### config.mk
export PLATFORM = sky130hd
export DESIGN_NAME = request_frame_builder_crc16
export DESIGN_NICKNAME = d
export VERILOG_FILES = /design/src/design/rfb_pkg.sv /design/src/design/rfb_req_buffer.sv /design/src/design/rfb_serializer.sv /design/src/design/request_frame_builder_crc16.sv
export VERILOG_INCLUDE_DIRS = /design/src /design/src/design
export SDC_FILE = /design/constraint.sdc
export NUM_CORES = 1
export LEC_CHECK = 0
export BUFFER_PORTS_ARGS = -buffer_cell sky130_fd_sc_hd__buf_2
export CORE_MARGIN = 5
export CORE_UTILIZATION = 62
export DETAILED_ROUTE_END_ITERATION = 10
export GPL_ROUTABILITY_DRIVEN = 0
export PLACE_DENSITY = 0.84
export SLEW_MARGIN = 20
export SYNTH_ARGS = -nofsm -noshare
export SYNTH_HDL_FRONTEND = slang
export SYNTH_HIERARCHICAL = 1
export SYNTH_SLANG_ARGS = --single-unit
### constraint.sdc
create_clock -name clk -period 10.56 [get_ports clk]
set_clock_uncertainty 0.1 [all_clocks]
set_input_delay 1.584 -clock clk [delete_from_list [all_inputs] [get_ports clk]]
set_output_delay 1.584 -clock clk [all_outputs]
set_load 0.02 [all_outputs]
### src/design/request_frame_builder_crc16_assert.svh
// ---------------------------------------------------------------------------
// request_frame_builder_crc16_assert.svh
// Assertion macros shared by the frame builder RTL
// ---------------------------------------------------------------------------
`ifndef REQUEST_FRAME_BUILDER_CRC16_ASSERT_SVH
`define REQUEST_FRAME_BUILDER_CRC16_ASSERT_SVH

`ifndef ASSERT_OFF

// antecedent holds, consequent holds in the same cycle
`define RFB_ASSERT_SAME(label, clk, rst_n, ante, cons) \
    label: assert property (@(posedge clk) disable iff (!rst_n) (ante) |-> (cons)) \
        else $error("frame builder check failed");

// antecedent holds, consequent holds in the next cycle
`define RFB_ASSERT_NEXT(label, clk, rst_n, ante, cons) \
    label: assert property (@(posedge clk) disable iff (!rst_n) (ante) |=> (cons)) \
        else $error("frame builder check failed");

`else

`define RFB_ASSERT_SAME(label, clk, rst_n, ante, cons)
`define RFB_ASSERT_NEXT(label, clk, rst_n, ante, cons)

`endif

`endif

### src/design/rfb_pkg.sv
// ---------------------------------------------------------------------------
// rfb_pkg
// Types, constants and byte helpers for the request frame builder
// ---------------------------------------------------------------------------
`default_nettype none

package rfb_pkg;

    // function codes with a payload tail
    localparam logic [7:0]  FN_WRITE        = 8'h06;
    localparam logic [7:0]  FN_READ         = 8'h01;

    // fixed register count sent with a read
    localparam logic [15:0] READ_COUNT      = 16'h0002;

    // crc-16, reflected polynomial
    localparam logic [15:0] CRC_INIT        = 16'hFFFF;
    localparam logic [15:0] CRC_POLY_REFL   = 16'hA001;

    // device address after reset
    localparam logic [7:0]  DEV_ADDR_RESET  = 8'hAA;

    // byte positions within a frame
    localparam int unsigned IDX_W           = 3;
    localparam logic [IDX_W-1:0] LEN_SHORT  = 3'd4;
    localparam logic [IDX_W-1:0] LEN_LONG   = 3'd6;

    // input item
    typedef struct packed {
        logic [7:0]  function_code;
        logic [15:0] register_address;
        logic [15:0] write_value;
    } request_t;

    // output item
    typedef struct packed {
        logic [7:0] frame_byte;
        logic       last_byte;
    } result_t;

    // request as held for framing, with the address byte captured
    typedef struct packed {
        logic [7:0] dev_addr;
        request_t   req;
    } frame_req_t;

    // serialiser status, seen by the checks at the top level
    typedef struct packed {
        logic             busy;
        logic [IDX_W-1:0] idx;
    } ser_status_t;

    // crc update over one byte, eight shift steps
    function automatic logic [15:0] crc_byte(input logic [15:0] crc_in,
                                             input logic [7:0]  b);
        logic [15:0] c;
        c = crc_in ^ {8'h00, b};
        for (int k = 0; k < 8; k++)
        begin
            if (c[0])
                c = (c >> 1) ^ CRC_POLY_REFL;
            else
                c = c >> 1;
        end
        return c;
    endfunction

    // number of bytes ahead of the crc
    function automatic logic [IDX_W-1:0] data_len(input logic [7:0] fn);
        logic [IDX_W-1:0] len;
        if (fn inside {FN_WRITE, FN_READ})
            len = LEN_LONG;
        else
            len = LEN_SHORT;
        return len;
    endfunction

    // data byte at a given position of the frame
    function automatic logic [7:0] data_byte(input frame_req_t       f,
                                             input logic [IDX_W-1:0] idx);
        logic [15:0] tail;
        logic [7:0]  b;
        if (f.req.function_code == FN_WRITE)
            tail = f.req.write_value;
        else
            tail = READ_COUNT;
        case (idx)
            3'd0:    b = f.dev_addr;
            3'd1:    b = f.req.function_code;
            3'd2:    b = f.req.register_address[15:8];
            3'd3:    b = f.req.register_address[7:0];
            3'd4:    b = tail[15:8];
            3'd5:    b = tail[7:0];
            default: b = 8'h00;
        endcase
        return b;
    endfunction

endpackage

`default_nettype wire

### src/design/rfb_req_buffer.sv
// ---------------------------------------------------------------------------
// rfb_req_buffer
// Input register holding one request until the serialiser takes it
// ---------------------------------------------------------------------------
`default_nettype none

module rfb_req_buffer
(
    input  wire logic                clk,
    input  wire logic                rst_n,
    input  wire logic                req_valid,
    output logic                     req_stall,
    input  wire rfb_pkg::request_t   req,
    input  wire logic [7:0]          dev_addr,
    output logic                     load_valid,
    output rfb_pkg::frame_req_t      load_req,
    input  wire logic                load_take
);

    logic                pend_valid_reg;
    logic                pend_valid_next;
    rfb_pkg::frame_req_t pend_reg;
    rfb_pkg::frame_req_t pend_next;
    logic                accept;

    // one slot: stall while it is occupied
    assign req_stall = pend_valid_reg;
    assign accept    = req_valid && !pend_valid_reg;

    // slot occupancy and contents
    always_comb
    begin
        pend_valid_next = pend_valid_reg;
        pend_next       = pend_reg;
        if (accept)
        begin
            pend_valid_next = 1'b1;
            pend_next.dev_addr = dev_addr;
            pend_next.req      = req;
        end
        else if (load_take)
        begin
            pend_valid_next = 1'b0;
        end
    end

    always_ff @(posedge clk or negedge rst_n)
    begin
        if (!rst_n)
            pend_valid_reg <= 1'b0;
        else
            pend_valid_reg <= pend_valid_next;
    end

    always_ff @(posedge clk)
    begin
        pend_reg <= pend_next;
    end

    assign load_valid = pend_valid_reg;
    assign load_req   = pend_reg;

endmodule

`default_nettype wire

### src/design/rfb_serializer.sv
// ---------------------------------------------------------------------------
// rfb_serializer
// Sends one frame a byte per cycle while the frame channel is not stalled, folding each data byte into the crc
// ---------------------------------------------------------------------------
`default_nettype none

module rfb_serializer
(
    input  wire logic                  clk,
    input  wire logic                  rst_n,
    input  wire logic                  load_valid,
    input  wire rfb_pkg::frame_req_t   load_req,
    output logic                       load_take,
    output logic                       frame_valid,
    input  wire logic                  frame_stall,
    output rfb_pkg::result_t           frame,
    output rfb_pkg::ser_status_t       status
);

    logic                           busy_reg;
    logic                           busy_next;
    rfb_pkg::frame_req_t            cur_reg;
    rfb_pkg::frame_req_t            cur_next;
    logic [rfb_pkg::IDX_W-1:0]      idx_reg;
    logic [rfb_pkg::IDX_W-1:0]      idx_next;
    logic [15:0]                    crc_reg;
    logic [15:0]                    crc_next;
    logic                           out_valid_reg;
    logic                           out_valid_next;
    rfb_pkg::result_t               out_reg;
    rfb_pkg::result_t               out_next;

    logic                           advance;
    logic                           push;
    logic [rfb_pkg::IDX_W-1:0]      len;
    logic                           in_data;
    logic                           is_crc_hi;
    logic                           is_last;
    logic [7:0]                     next_byte;

    // position decode within the current frame
    assign len       = rfb_pkg::data_len(cur_reg.req.function_code);
    assign in_data   = idx_reg < len;
    assign is_crc_hi = idx_reg == len;
    assign is_last   = idx_reg == rfb_pkg::IDX_W'(len + 3'd1);

    // byte for the current position
    always_comb
    begin
        if (in_data)
            next_byte = rfb_pkg::data_byte(cur_reg, idx_reg);
        else if (is_crc_hi)
            next_byte = crc_reg[15:8];
        else
            next_byte = crc_reg[7:0];
    end

    // output register free or being drained
    assign advance   = !out_valid_reg || !frame_stall;
    assign push      = busy_reg && advance;
    assign load_take = load_valid && (!busy_reg || (push && is_last));

    // frame sequencing and output register
    always_comb
    begin
        busy_next      = busy_reg;
        cur_next       = cur_reg;
        idx_next       = idx_reg;
        crc_next       = crc_reg;
        out_valid_next = out_valid_reg;
        out_next       = out_reg;

        if (push)
        begin
            out_valid_next     = 1'b1;
            out_next.frame_byte = next_byte;
            out_next.last_byte  = is_last;
            idx_next           = idx_reg + 3'd1;
            if (in_data)
                crc_next = rfb_pkg::crc_byte(crc_reg, next_byte);
            if (is_last)
                busy_next = 1'b0;
        end
        else if (advance)
        begin
            out_valid_next = 1'b0;
        end

        // next request starts when the last byte is pushed into the output register, or at once when idle
        if (load_take)
        begin
            busy_next = 1'b1;
            cur_next  = load_req;
            idx_next  = '0;
            crc_next  = rfb_pkg::CRC_INIT;
        end
    end

    always_ff @(posedge clk or negedge rst_n)
    begin
        if (!rst_n)
        begin
            busy_reg      <= 1'b0;
            out_valid_reg <= 1'b0;
        end
        else
        begin
            busy_reg      <= busy_next;
            out_valid_reg <= out_valid_next;
        end
    end

    always_ff @(posedge clk)
    begin
        cur_reg <= cur_next;
        idx_reg <= idx_next;
        crc_reg <= crc_next;
        out_reg <= out_next;
    end

    assign frame_valid = out_valid_reg;
    assign frame       = out_reg;
    assign status.busy = busy_reg;
    assign status.idx  = idx_reg;

endmodule

`default_nettype wire

### src/design/request_frame_builder_crc16.sv
// Request frame builder with crc-16 trailer.
// Request channel: req_valid / req_stall carry one request item (function
// code, register address, write value). Frame channel: frame_valid /
// frame_stall carry one frame byte per item, last_byte set on the crc low
// byte. An item moves at an edge with valid high and stall low.
// cfg_write_en / cfg_write_data load the device address byte that opens
// every frame; it is captured when a request is accepted.
// A request moves from the input register to the serialiser's current
// request register; its bytes leave through the output register. Frames
// are 8 bytes for functions 1 and 6, 6 otherwise, sent one byte per cycle
// unless stalled. A request held in the input register follows with no gap.
// Reset clears both item registers and sets the device address to 0xAA.
// When the receiver stalls, the byte on the frame channel holds, the frame
// pauses and the request channel stalls once its input register is full.
// ---------------------------------------------------------------------------
// request_frame_builder_crc16
// Top level: device address register, input register and frame serialiser
// ---------------------------------------------------------------------------
`default_nettype none

`include "request_frame_builder_crc16_assert.svh"

module request_frame_builder_crc16
(
    input  wire logic                clk,
    input  wire logic                rst_n,
    input  wire logic                cfg_write_en,
    input  wire logic [7:0]          cfg_write_data,
    input  wire logic                req_valid,
    output logic                     req_stall,
    input  wire rfb_pkg::request_t   req,
    output logic                     frame_valid,
    input  wire logic                frame_stall,
    output rfb_pkg::result_t         frame
);

    logic [7:0]            dev_addr_reg;
    logic [7:0]            dev_addr_next;
    logic                  load_valid;
    logic                  load_take;
    rfb_pkg::frame_req_t   load_req;
    rfb_pkg::ser_status_t  ser_status;

    // device address register
    assign dev_addr_next = cfg_write_en ? cfg_write_data : dev_addr_reg;

    always_ff @(posedge clk or negedge rst_n)
    begin
        if (!rst_n)
            dev_addr_reg <= rfb_pkg::DEV_ADDR_RESET;
        else
            dev_addr_reg <= dev_addr_next;
    end

    // input register
    rfb_req_buffer u_req_buffer
    (
        .clk        (clk),
        .rst_n      (rst_n),
        .req_valid  (req_valid),
        .req_stall  (req_stall),
        .req        (req),
        .dev_addr   (dev_addr_reg),
        .load_valid (load_valid),
        .load_req   (load_req),
        .load_take  (load_take)
    );

    // frame serialiser
    rfb_serializer u_serializer
    (
        .clk         (clk),
        .rst_n       (rst_n),
        .load_valid  (load_valid),
        .load_req    (load_req),
        .load_take   (load_take),
        .frame_valid (frame_valid),
        .frame_stall (frame_stall),
        .frame       (frame),
        .status      (ser_status)
    );

    // checks
    // frames are at least six bytes, so two final bytes never follow each other
    `RFB_ASSERT_NEXT(a_no_back_to_back_last, clk, rst_n, frame_valid && frame.last_byte && !frame_stall, !(frame_valid && frame.last_byte))
    // an accepted request always fills the input register
    `RFB_ASSERT_NEXT(a_accept_fills_buffer, clk, rst_n, req_valid && !req_stall, load_valid)
    // the serialiser only takes a request while it is idle or ending a frame
    `RFB_ASSERT_SAME(a_take_when_free, clk, rst_n, load_take && ser_status.busy, ser_status.idx >= rfb_pkg::LEN_SHORT + 3'd1)

endmodule

`default_nettype wire

== Yosys cells after proc, flatten, opt, wreduce, memory -nomap -nowiden ==
Cells that the tools add are included.
Cells by class
  add/subtract/negate cells: 2
  order comparisons: 1
  eq/ne operators: 9
  multiplexer cells: 34
  bitwise logic cells: 9
  reductions and logical operators: 18
Operator list (number)
  16-bit two-way mux: 23
  8-bit case mux with 6 select lines: 1
  2-bit inverter with 3-bit output: 8
  8-bit two-way mux: 2
  16-bit by 8-bit bitwise XOR with 16-bit output: 1
  2-bit nonzero test: 5
  8-bit by 1-bit equality test with 1-bit output (second input constant): 1
  8-bit by 3-bit equality test with 1-bit output (second input constant): 1
  1-bit two-way mux: 7
  3-bit by 1-bit adder with 3-bit output (second input constant): 2
  3-bit by 2-bit equality test with 1-bit output (second input constant): 2
  3-bit equality test: 2
  3-bit equality test (second input constant): 2
  1-bit logical AND: 4
  1-bit zero test: 4
  2-bit AND reduction: 2
  3-bit by 1-bit equality test with 1-bit output (second input constant): 1
  3-bit zero test: 1
  3-bit less-than comparator: 1
  1-bit logical OR: 2
  2-bit two-way mux: 1
Word-level totals
  flip-flop bits (word level): 135
  bits of input ports: 53

== Longest topological paths before layout ==
Gate-level depths: netlist of run 1.
  depth in word-level cells: 37
  mapped depth: 14
  depth with buffers taken out: 13

== Modules after synthesis ==
The synthesis of run 1 kept the hierarchy.
By module, submodules not included
  rfb_serializer: times used 1, cells each 287, area each 3590.9 um^2, sequential area each 2142.1 um^2
  rfb_req_buffer: times used 1, cells each 53, area each 1488.9 um^2, sequential area each 1466.4 um^2
  request_frame_builder_crc16: times used 1, cells each 17, area each 336.6 um^2, sequential area each 205.2 um^2

== Worst setup path before layout of run 1 ==
No wires, ideal clock.
  path kind: input port to flip-flop
  start point: input port req_valid
  end point: register u_req_buffer.pend_reg, in the netlist u_req_buffer/load_req[0] (enable)
  setup time: 0.459 ns
  data arrival time: 3.715 ns
  required time: 10.001 ns
  slack: 6.286 ns
  stages: 1
  cells stage by stage: nor2b_1
On the way
  word-level cells in the longest chain between the ends: 1
RTL lines
  start: declaration: RTL line request_frame_builder_crc16.sv:29  | input wire logic req_valid,
  1-bit logical AND: RTL line rfb_req_buffer.sv:28  | assign accept = req_valid && !pend_valid_reg;
  end signal: assignment: RTL line rfb_req_buffer.sv:57  | pend_reg <= pend_next;
  end: declaration: RTL line rfb_req_buffer.sv:22  | rfb_pkg::frame_req_t pend_reg;
Every way passes these cells.
A chain may end at the register's enable or synchronous reset.

== Worst setup path in the final report of run 1 ==
  start point: register u_serializer/cur_reg[36] in the netlist's numbering
  end point: register u_serializer.crc_reg[15]
On the way
  word-level cells in the longest chain between the ends: 30
  elaborated cells on any way between the ends: 46
RTL lines
  start: declaration: RTL line rfb_serializer.sv:22  | rfb_pkg::frame_req_t cur_reg;
  start signal: assignment: RTL line rfb_serializer.sv:115  | cur_reg <= cur_next;
  branches (longest 30 deep; another with 3-bit less-than comparator)
  end signal: assignment: RTL line rfb_serializer.sv:117  | crc_reg <= crc_next;
  end: declaration: RTL line rfb_serializer.sv:26  | logic [15:0] crc_reg;
Several ways; the timed one is not identified. The select of a mux whose other input is x is not followed.

==> results of run 1 <==
-- layout by cell type (no fill, tap or decap), types with 10 or more instances in the layout --
master     count
xnor2_1       12
a21oi_1       10
edfxtp_1     105
clkbuf_16     16
dfxtp_1       19
nand2_1       35
o21ai_0       14
buf_2         63
nor2_1        12
-- how the worst max path moves through the flow --
stage	end	slack [ps]	depth (start not counted)
floorplan	u_req_buffer/load_req[0]$_DFFE_PP_	6290	1
global placement	u_serializer/crc_reg[15]$_SDFFE_PP1P_	6360	11
detailed placement	u_serializer/crc_reg[15]$_SDFFE_PP1P_	6260	11
CTS	u_serializer/crc_reg[15]$_SDFFE_PP1P_	6230	11
global route	u_serializer/crc_reg[15]$_SDFFE_PP1P_	5870	11
finish	u_serializer/crc_reg[15]$_SDFFE_PP1P_	6140	11
-- power breakdown --
group          internal [mW]  total [mW]  leakage [nW]  switching, mW
Sequential             0.734       0.825          1.24         0.0910
Clock                  0.322       0.566         0.279          0.243
Combinational          0.403       0.822         0.945          0.419
Total                   1.46        2.21          2.47          0.754
-- per-layer routing --
layer,vias to the layer above,track usage,share of wire
met2,200,0.3358,0.49
met4,0,0.1036,0.031
li1,1505,-,-
met1,1558,0.2799,0.40
met3,36,0.07176,0.082
met5,-,0,0
-- worst reg2reg max path, stage by stage, from the launching register on --
cell      delay (ps)
edfxtp_1         410
or4_4            590
nor3_1           200
ha_1             170
nand3b_1         550
nor2_1           590
a21oi_1          160
a211oi_2         340
xnor2_1          190
xnor3_2          480
xor3_1           400
a31oi_1           90
-- layout make-up --
type / count / share of cell area
multi-input cells: 199 / 0.2359
inverters: 4 / 0.002548
well taps: 108 / 0.02116
clock inverters: 15 / 0.02450
repair buffers: 64 / 0.05369
flip-flops and latches: 135 / 0.5973
clock buffers: 17 / 0.06486
-- metrics by stage --
step | hold WS (ps) | total power [mW]
3_3_place_gp | 303.6 | 1.595
4_1_cts | 320.0 | 2.205
2_1_floorplan | 300.3 | 1.467
3_5_place_dp | 304.5 | 1.629
6_report | 319.0 | 2.213
5_1_grt | 317.1 | 2.331
==> key figures, run 1 <==
Run status
  • Status: finished clean

Finish
  • Final instance area: around 6400 µm²
  • Ant. Diodes: 0
  • Finished Layout Cells: between 500 and 600
  • Post-Route Utilization: 0.7430
  • Register area: roughly 3800 µm²
  • Nets: 480
  • Layout cells sized above 1: 0.2765
  • Filler cell count in the final layout: 532
  • Area Overhead vs Synth: 18.04%
  • Multi-input logic area: 1506 µm²

Die
  • Core ar.: ~8600 µm²
  • Io pins: 64
  • Core Rows: 34
  • Die area: around 11000 µm²
  • Die H: 103.4 µm
  • Die width: 103.4 µm
  • Initial Util: 0.6294

Worst setup path
  • Worst Path Arrival: approximately 4700 ps
  • Reg2Reg Depth: 11
  • FF-to-FF Start: u_serializer/cur_reg[36]$_DFFE_PP_
  • Setup crit start: u_serializer/cur_reg[36]$_DFFE_PP_
  • WP data required: 10830 ps
  • Critical Path, Cell by Cell: or4_4, nor3_1, ha_1, nand3b_1, nor2_1, a21oi_1, a211oi_2, xnor2_1, xnor3_2, xor3_1, a31oi_1
  • Startpoint Class: flop
  • Critical-path top delay cell: or4_4
  • Critical setup path kind: flop to flop
  • Top delay family on crit path: simple AND/OR/NAND/NOR gates
  • CP Capture Type: flop
  • CP max stage delay: 590 ps
  • Critical-path maximum fanout: 15
  • WP buf/inv: 0
  • Worst R2R Setup Slack: a little over 6000 ps
  • Crit Reg-Reg Endpoint: u_serializer/crc_reg[15]$_SDFFE_PP1P_

STA
  • Fmax: 226.2 MHz
  • Setup ws final: 6138 ps
  • Fin crit period: 4422 ps
  • Slew Limit Fails: 0
  • Unrepaired setup endpoints after global routing: no
  • Worst-margin pin slew: approximately 900 ps
  • Max-Slew Margin vs Limit: 0.3989
  • Final setup viols: 0
  • Endpoints failing hold: 0
  • Setup TNS: 0 ps
  • Tcrit/Tclk final: 0.4187

Clock tree
  • Worst skew pair latency: 520 ps
  • CTS-repair resized insts: 0
  • Cts hold-fix bufs: 0
  • H-tree depth: 4
  • Clock-pin slew on the worst setup and hold paths: 70 ps
  • Setup Fix Bufs, Post-CTS: 0
  • CTS tree: yes
  • CTS buffer count: 17
  • Sink Count: about 140
  • CTS root buffer: clkbuf_8
  • Maximum clock path buffer count: 2

Placement
  • I/O Buffers: 63
  • Dpl cells: 510
  • Post-Place Setup Slack: 6260 ps
  • Post-DP Area: slightly below 6000 µm²
  • Hpwl dp: 6680 µm

Routing
  • DR iter-0 viols: around 560
  • Via/cell ratio: 6.087
  • Routed vias: 3299
  • Detailed-route DRC error count: 0
  • Final wirelength: 10630 µm
  • DRT Pass-1 Iters: 5
  • WL/cell: a little under 20 µm
  • Routed Antenna Nets: 0

Global route
  • Initial antenna violation count: 0
  • Total track usage: 0.2175
  • Vias in the first global route: 3291
  • Global-route wire length before repair: ~17000 µm
  • Overflow after GRT: 0
  • Largest net degree at the start of global routing: 56

Yosys
  • Synth warnings: 6
  • Syn_area_per_cell: around 15 µm²
  • Syn nets: 415
  • Cell count after synthesis: 356
  • Mapped Area: 5409 µm²

Power
  • Static Leakage: roughly 2.5 nW
  • VDD IR max: approximately 0.23 mV
  • Power density over cell area: 346.5 nW/µm²

Min path
  • Hold WC Path Type: flop to flop
  • Endpoint, Worst Hold: u_serializer/cur_reg[13]$_DFFE_PP_
  • Worst hold stages: 0
  • Hold Crit Start: u_req_buffer/load_req[13]$_DFFE_PP_

Job
  • Max cap viols: 0
Power figures use the tool's default switching activity.
==> inputs of run 2 (changes only) <==
Settings changed: CORE_UTILIZATION 62 to 52, PLACE_DENSITY 0.84 to 0.75.
Clock period 10.56 ns to 3.8 ns, I/O delays scaled along.
==> run 2 against run 1 <==
  * Non-clock buffer count up 15
  * Clock power grew to 2.8 times the previous value
  * Critical path type unchanged
  * Register-to-register slack got worse by 6000 ps
  * Count of clock-buffer cells in the layout up 5
  * Flip-flop and latch count did not move
  * Maximum frequency is 21% higher
  * Total power grew to 2.8 times the previous value
  * Cell count up 7.9%
  * Via count down 6.3%
  * Worst hold slack worse by 190 ps
  * Critical path depth down 1
==> key figures, run 2 (synthesized netlist as in run 1, its figures left out) <==
Run status
  • Status: finished clean (unchanged)

STA
  • Max-Slew Margin vs Limit: 0.5088 (was 0.3989)
  • Unrepaired setup endpoints after global routing: no (unchanged)
  • Slew Limit Fails: 0 (unchanged)
  • Endpoints failing hold: 0 (unchanged)
  • Fin crit period: 3643 ps (was 4422 ps)
  • Setup TNS: 0 ps (unchanged)
  • Setup ws final: 157.4 ps (was 6138 ps)
  • Fmax: 274.5 MHz (was 226.2 MHz)
  • Tcrit/Tclk final: 0.9586 (was 0.4187)
  • Worst hold slack: 125.1 ps (was 319.0 ps)
  • Worst-margin pin slew: 735.1 ps (was 901.6 ps)
  • Final setup viols: 0 (unchanged)

Global route
  • Vias in the first global route: 3096 (was 3291)
  • Met3 Resource Use GR: 0.05978 (was 0.07176)
  • Largest net degree at the start of global routing: 46 (was 56)
  • Overflow after GRT: 0 (unchanged)
  • GR Util met2: 0.2634 (was 0.3358)
  • Initial antenna violation count: 0 (unchanged)
  • Gr busiest metal: met2 (unchanged)
  • Global-route wire length before repair: 15680 µm (was 16930 µm)
  • Total track usage: 0.1615 (was 0.2175)
  • Global-route met1 utilization: 0.2022 (was 0.2799)

Routing
  • Routed Antenna Nets: 0 (unchanged)
  • WL/cell: 16.32 µm (was 19.61 µm)
  • Final wirelength: 9549 µm (was 10630 µm)
  • DR iter-0 viols: 248 (was 557)
  • Routed vias: 3091 (was 3299)
  • Via/cell ratio: 5.284 (was 6.087)
  • DRT Pass-1 Iters: 8 (was 5)
  • Detailed-route DRC error count: 0 (unchanged)

Worst setup path
  • WP data required: 4140 ps (was 10830 ps)
  • Worst Path Arrival: 3990 ps (was 4690 ps)
  • Reg2Reg Depth: 10 (was 11)
  • CP Capture Type: flop (unchanged)
  • Critical-path maximum fanout: 9 (was 15)
  • FF-to-FF Start: u_serializer/cur_reg[36]$_DFFE_PP_ (unchanged)
  • Worst R2R Setup Slack: 160 ps (was 6140 ps)
  • CP max stage delay: 590 ps (about the same)
  • WP buf/inv: 0 (unchanged)
  • Top delay family on crit path: simple AND/OR/NAND/NOR gates (unchanged)
  • Critical-path top delay cell: or4_4 (unchanged)
  • Crit Reg-Reg Endpoint: u_serializer/crc_reg[15]$_SDFFE_PP1P_ (unchanged)
  • Startpoint Class: flop (unchanged)
  • Critical Path, Cell by Cell: or4_4, nor3_1, ha_1, nor2b_1, or3_1, o22ai_4, xor2_2, xnor3_2, xor3_1, a31oi_1 (was or4_4, nor3_1, ha_1, nand3b_1, nor2_1, a21oi_1, a211oi_2, xnor2_1, xnor3_2, xor3_1, a31oi_1)
  • Critical setup path kind: flop to flop (unchanged)

Finish
  • Ant. Diodes: 0 (unchanged)
  • Multi-input logic area: 1534 µm² (was 1506 µm²)
  • Area Overhead vs Synth: 21.72% (was 18.04%)
  • Commonest non-fill, non-tap cell in the layout: edfxtp_1 (unchanged)
  • Finished Layout Cells: 585 (was 542)
  • Register area: 3814 µm² (unchanged)
  • Nets: 495 (was 480)
  • Layout cells sized above 1: 0.3096 (was 0.2765)
  • Most frequent cells in the layout: edfxtp_1 (105), buf_2 (63), nand2_1 (35) (unchanged)
  • Filler cell count in the final layout: 695 (was 532)

Placement
  • Post-Place Setup Slack: 126.4 ps (was 6260 ps)
  • Dpl cells: 551 (was 510)
  • Hpwl dp: 6716 µm (was 6680 µm)
  • I/O Buffers: 63 (unchanged)

Min path
  • Endpoint, Worst Hold: u_req_buffer/load_req[36]$_DFFE_PP_ (was u_serializer/cur_reg[13]$_DFFE_PP_)
  • Worst hold stages: 1 (was 0)
  • Hold Crit Start: req[36] (was u_req_buffer/load_req[13]$_DFFE_PP_)
  • Hold WC Path Type: input port to flop (was flop to flop)

Die
  • Core ar.: 10230 µm² (was 8593 µm²)
  • Die width: 112.0 µm (was 103.4 µm)
  • Die H: 112.0 µm (was 103.4 µm)
  • Core Rows: 37 (was 34)
  • Die area: 12540 µm² (was 10690 µm²)
  • Io pins: 64 (unchanged)
  • Initial Util: 0.5287 (was 0.6294)

Power
  • Power share of the combinational group: 0.387 (was 0.371)
  • VDD IR max: 0.7052 mV (was 0.2341 mV)
  • Power density over cell area: 944.1 nW/µm² (was 346.5 nW/µm²)
  • Static Leakage: 2.549 nW (was 2.465 nW)
  • Net Switching: 2.004 mW (was 0.7538 mW)
  • Power, Total: 6.215 mW (was 2.213 mW)
  • Switch share: 0.3224 (was 0.3407)
  • Cell Int Power: 4.211 mW (was 1.459 mW)
  • Sequential power share: 0.362 (was 0.373)
  • Clk pwr share: 0.250 (was 0.256)

Clock tree
  • H-tree depth: 4 (unchanged)
  • Sink Count: 135 (unchanged)
  • Clock-pin slew on the worst setup and hold paths: 60 ps (was 70 ps)
  • CTS buffer count: 17 (unchanged)
  • Maximum clock path buffer count: 2 (unchanged)
  • Worst skew pair latency: 510 ps (was 520 ps)
  • CTS tree: yes (unchanged)
  • CTS root buffer: clkbuf_8 (unchanged)

Job
  • Max cap viols: 0 (unchanged)
run 2: power by group through the flow:
| stage | Sequential [mW] | Clock (mW) | Combinational (mW) |
|---|---|---|---|
| after floorplan | 2.28 | 0 | 1.80 |
| after global routing | 2.29 | 1.66 | 2.62 |
| after CTS | 2.25 | 1.59 | 2.37 |
| after detailed placement | 2.28 | 0 | 2.36 |
| after global placement | 2.27 | 0 | 2.30 |
| final | 2.25 | 1.56 | 2.41 |
run 2: routing by layer:
layer / up-vias / part of all wire
met5: - / 0
met4: 0 / 0.015
met3: 13 / 0.061
met2: 100 / 0.50
met1: 1444 / 0.43
li1: 1534 / -
run 2: metrics by stage:
step | util | instance area [µm²]
floorplan | - | 5409
global placement | 0.5797 | 5931
detailed placement | 0.5816 | 5951
CTS | 0.6401 | 6549
global route | 0.6435 | 6584
finish | 0.6435 | 6584
run 2: final cells by class:
type | count | share of cell area
clock buffers | 22 | 0.07697
well taps | 136 | 0.02585
flip-flops and latches | 135 | 0.5792
multi-input cells | 199 | 0.2330
repair buffers | 79 | 0.07032
inverters | 4 | 0.002281
clock inverters | 10 | 0.01235
run 2: repair_timing:
| item | CTS | global route |
|---|---|---|
| buffers inserted | 0 | 1 |
| setup endpoints to repair | 0 | 3 |
| resized for setup | 0 | 6 |
| hold endpoints to repair | 7 | 0 |
| hold buffers | 1 | 0 |
run 2: worst max-delay path by stage:
stage	from	to	slack (ps)	cells after the start
after global placement	u_serializer/cur_reg[36]$_DFFE_PP_	u_serializer/crc_reg[15]$_SDFFE_PP1P_	230	11
after floorplan	u_serializer/cur_reg[36]$_DFFE_PP_	u_serializer/crc_reg[15]$_SDFFE_PP1P_	210	12
after detailed placement	u_serializer/cur_reg[36]$_DFFE_PP_	u_serializer/crc_reg[15]$_SDFFE_PP1P_	130	11
final	u_serializer/cur_reg[36]$_DFFE_PP_	u_serializer/crc_reg[15]$_SDFFE_PP1P_	160	10
after global routing	u_serializer/cur_reg[36]$_DFFE_PP_	u_serializer/crc_reg[0]$_SDFFE_PP1P_	3	11
after CTS	u_serializer/cur_reg[36]$_DFFE_PP_	u_serializer/crc_reg[15]$_SDFFE_PP1P_	120	11
